[src/rtl/bwlp_ram.sv]
// generic single-port-write ram with registered read
`default_nettype none
module bwlp_ram #(
   parameter int WIDTH  = 8,
   parameter int DEPTH  = 8,
   parameter int ADDR_W = (DEPTH > 1) ? $clog2(DEPTH) : 1
) (
   input  wire                    clock,
   input  wire                    wr_en,
   input  wire  [ADDR_W-1:0]      wr_addr,
   input  wire  [WIDTH-1:0]       wr_data,
   input  wire                    rd_en,
   input  wire  [ADDR_W-1:0]      rd_addr,
   output logic [WIDTH-1:0]       rd_data
);
   logic [WIDTH-1:0] mem_ff [DEPTH];

   always_ff @(posedge clock) begin
      if (wr_en) begin
         mem_ff[wr_addr] <= wr_data;
      end
      if (rd_en) begin
         rd_data <= mem_ff[rd_addr];
      end
   end
endmodule
`default_nettype wire

[config.mk]
export PLATFORM = sky130hd
export DESIGN_NAME = bwlp_ram
export DESIGN_NICKNAME = d
export VERILOG_FILES = /design/src/rtl/bwlp_ram.sv
export SDC_FILE = /design/constraint.sdc
export NUM_CORES = 1
export LEC_CHECK = 0
export BUFFER_PORTS_ARGS = -buffer_cell sky130_fd_sc_hd__buf_2
export CAP_MARGIN = 20
export CORE_MARGIN = 10
export CORE_UTILIZATION = 51
export CTS_BUF_LIST = sky130_fd_sc_hd__clkbuf_8
export DETAILED_ROUTE_END_ITERATION = 8
export HOLD_SLACK_MARGIN = 0.1
export PLACE_DENSITY = 0.7
export SETUP_SLACK_MARGIN = 0.5
export SYNTH_ARGS = -nofsm -noshare
export SYNTH_HDL_FRONTEND = slang
export SYNTH_SLANG_ARGS = --single-unit
[constraint.sdc]
create_clock -name clock -period 3.65 [get_ports clock]
set_input_delay 0.365 -clock clock [delete_from_list [all_inputs] [get_ports clock]]
set_output_delay 0.365 -clock clock [all_outputs]
set_load 0.005 [all_outputs]
Yosys cells after proc, flatten, opt, wreduce, memory -nomap -nowiden

Memory sizes are Yosys's and may differ from the RTL's. A register that Yosys moved wholly into a read port is not among the register bits.
Cells that the tools add are included.

Input port bits: 17
Flip-flop bits (word level): 0
Bits in writable memories: 64
Memories kept: 1
Word-level logic and storage cells: 3
Output and inout bits: 8

Multiplexer cells: 2

Memory list:

| name   | words | width | read ports | clocked after Yosys merged registers in | write ports | RTL line | RTL |
|---|---|---|---|---|---|---|---|
| mem_ff | 8     | 8     | 1          | 1                                       | 1           | 16       | `logic [WIDTH-1:0] mem_ff [DEPTH];` |

Operators by type and width:

| operator          | count |
|---|---|
| two-way mux 1 bit | 2 |

Depth between registers and ports, before layout

Depth in word-level cells: 2
Mapped depth: 4

Worst setup path before layout

OpenSTA, ideal clock, no wires.

Path type: input to register
Start: in rd_addr[0]
End: reg rd_data[1], read port of mem_ff, data pin
Stages: 4
Data required time: 3,390 ps
Data arrival time: 1,388 ps
Library setup time: 260 ps
Slack: 2,002 ps
Cell sequence: buf_6 buf_12 mux4_1 mux2_2

RTL lines:

| element         | RTL line | RTL |
|---|---|---|
| start, declared | 13       | `input wire [ADDR_W-1:0] rd_addr,` |
| end, declared   | 14       | `output logic [WIDTH-1:0] rd_data` |

==> metrics.log <==
[metrics] worst path required time: 3.74 ns
[metrics] hold bufs inserted after CTS: 0
[metrics] clock slew seen by the registers of the worst setup and hold paths: 0.07 ns
[metrics] CP max FO: 16
[metrics] maximum count of clock buffers along a single path: 2
[metrics] maximum vdd ir drop: 0.269 mV
[metrics] Final Max Slew Viols: 0
[metrics] capturing element type of the critical path: register
[metrics] dpl hpwl: 2920 um
[metrics] largest cells by area after synthesis: edfxtp_1 (78%), mux4_1 (14%), mux2_2 (3.3%)
[metrics] synthesized netlist net count: 131
[metrics] DRC viols: 0
[metrics] worst relative slew slack: 38.9%
[metrics] result of the run: finished clean
[metrics] path class of the lowest-slack min-delay path: in2reg
[metrics] area leader, netlist: edfxtp_1
[metrics] effective utilization at floorplan: 53.6%
[metrics] number of synthesized flops with an enable pin: 72
[metrics] initial antenna violation count: 0
[metrics] Clock Skew: 0.00591 ns
[metrics] Achievable Freq: 649 MHz
[metrics] number of clock buffers inserted by TritonCTS: 9
[metrics] final weighted congestion of routability-driven global placement: 0.673
[metrics] Met3 Routed Length: 233 um
[metrics] instance count of the mapped netlist: 114
[metrics] Distinct cells, synth: 13
[metrics] hold depth: 1
[metrics] Final Critical Period: 1.54 ns
[metrics] Async SR Flop Fraction: 0%
[metrics] Antenna Nets Post-Route: 0
[metrics] synthesized area: 0.00277 mm^2
[metrics] Area growth syn-to-layout: 11.5%
[metrics] total number of clock tree sinks: 72
[metrics] count of endpoints failing setup in the final report: 0
[metrics] wire length of the first global-routing pass: 6890 um
[metrics] number of nets in the layout: 163
[metrics] top metal layer carrying routed signals: met4
[metrics] Core Util, Final: 59.7%
[metrics] unrepaired setup endpoints after global routing: no
[metrics] number of warnings printed during yosys synthesis: 0
[metrics] later-pin clock latency in the skew report: 0.33 ns
[metrics] boundary pin count: 25
[metrics] library cell with the highest instance count after synthesis: edfxtp_1
[metrics] maximum number of pins on one net before global-route repair: 17
[metrics] count of port buffers added during placement: 24
[metrics] clock tree from TritonCTS: done
[metrics] gr ovfl total: 0
[metrics] via-per-instance ratio: 5.39
[metrics] FP Rows: 26
[metrics] synthesis-stage register bit count: 72
[metrics] DIE AREA: 0.00878 mm^2
[metrics] max capacitance violation total: 0
[metrics] vertical die dimension: 93.7 um
[metrics] clock tree root buffer cell: clkbuf_8
[metrics] layout filler cell count: 369
[metrics] Most used DFF post-synth: edfxtp_1
[metrics] Die X: 93.7 um
[metrics] Routed met1 length: 1880 um
[metrics] fraction of the yosys area taken by sequential cells: 78.0%
[metrics] buffers inserted by post-CTS timing repair: 0
[metrics] placeable core area: 0.00517 mm^2
[metrics] hold violation count in the final report: 0
[metrics] share of the cycle needed by the critical path after routing: 42.2%
[metrics] Synth Area per Inst: 24.3 um^2
[metrics] total power: 1510 uW
[metrics] worst setup path class: in2reg
[metrics] static leakage: 0.00106 uW
[metrics] number of global-route vias before repair: 1,262
[metrics] final antenna diode count: 0
[metrics] First-pass DRT Iterations: 4
[metrics] H-tree levels: 3
[metrics] share of Yosys cell area claimed by the top area cell type: 78.0%
[metrics] Wirelength per Cell: 20.5 um
[metrics] overall routing resource usage: 11.0%
[metrics] routed length on met2: 2330 um
[metrics] fraction of final layout cells with drive strength greater than 1: 30.4%
[metrics] most instantiated cells after synthesis: edfxtp_1 (72), mux4_1 (15), mux2_2 (8)
[metrics] element type at the critical path start: primary input
[metrics] accumulated negative setup slack: 0 ns
[metrics] Tightest Pin Transition: 0.913 ns
[metrics] post-cts repair resize count: 0
[metrics] initial drt markers: 66
[metrics] total length of routed wires: 4480 um
[metrics] data arrival time of the critical path: 1.63 ns
[metrics] power per standard cell area: 488 mW/mm^2
[metrics] count of cells along the worst register-to-register path: 2
[metrics] vias post-DR: 1,175
## layout by cell type (no fill, tap or decap)
| cell type | count |
|---|---|
| mux4_2 | 1 |
| clkinv_1 | 2 |
| nand2b_1 | 3 |
| nor3_1 | 2 |
| buf_4 | 2 |
| mux2_2 | 8 |
| nor2_1 | 6 |
| clkinv_2 | 1 |
| mux4_1 | 15 |
| inv_1 | 1 |
| edfxtp_1 | 72 |
| buf_2 | 24 |
| nand2_1 | 2 |
| clkbuf_8 | 9 |
## final timing paths
check / start / endpoint / slack [ns]
min: wr_data[3] / mem_ff[1][3]$_DFFE_PP_ / 0.30
min reg2reg: mem_ff[5][7]$_DFFE_PP_ / rd_data[7]$_DFFE_PP_ / 0.75
max reg2reg: mem_ff[1][3]$_DFFE_PP_ / rd_data[3]$_DFFE_PP_ / 2.25
max: rd_addr[0] / rd_data[4]$_DFFE_PP_ / 2.11
## critical path: stages
cell    delay, ns
buf_2        0.37
mux4_1       0.62
mux2_2       0.27
## cell type report
| class | count | area [um^2] | share of cell area (%) |
|---|---|---|---|
| multi-input cells | 37 | 566 | 18.3 |
| repair buffers | 26 | 135 | 4.37 |
| clock inverters | 4 | 16.3 | 0.526 |
| clock buffers | 9 | 124 | 4.01 |
| flip-flops and latches | 72 | 2160 | 70.0 |
| well taps | 70 | 87.6 | 2.83 |
## registers in the layout, indices dropped and copies added, names as in the netlist
| signal | cells |
|---|---|
| mem_ff | 64 |
| rd_data | 8 |
## per-stage QoR
step           std cells  setup WS [ns]  hold WS [ns]  cell area (um^2)
3_3_place_gp         205           1.77         0.617              2950
4_1_cts              218           2.10         0.288              3090
2_1_floorplan        114           2.00         0.464              2770
5_1_grt              218           2.02         0.303              3090
3_5_place_dp         205           1.74         0.639              2950
6_report             218           2.11         0.299              3090
## power breakdown
| part | internal [uW] | total [uW] | leakage [uW] | switching (uW) |
|---|---|---|---|---|
| logic | 40.8 | 82.5 | 0.000322 | 41.6 |
| clock network | 227 | 476 | 0.0000771 | 249 |
| registers | 944 | 951 | 0.000660 | 6.27 |
## logic make-up (layout without fill, tap and decap cells)
| logic type | Yosys count | count (layout) | synth area share (%) |
|---|---|---|---|
| buffers and inverters | 5 | 39 | 1.58 |
| AND/OR/NAND/NOR | 13 | 13 | 2.12 |
| multiplexers | 24 | 24 | 18.3 |
| flip-flops | 72 | 72 | 78.0 |
## per-layer routing
metal | GRT usage (%) | up-vias
met5 | 0 | -
li1 | - | 551
met2 | 17.7 | 32
met1 | 12.8 | 588
met4 | 6.46 | 0
met3 | 3.36 | 4
Note: power is estimated with default switching activity, not from simulation.
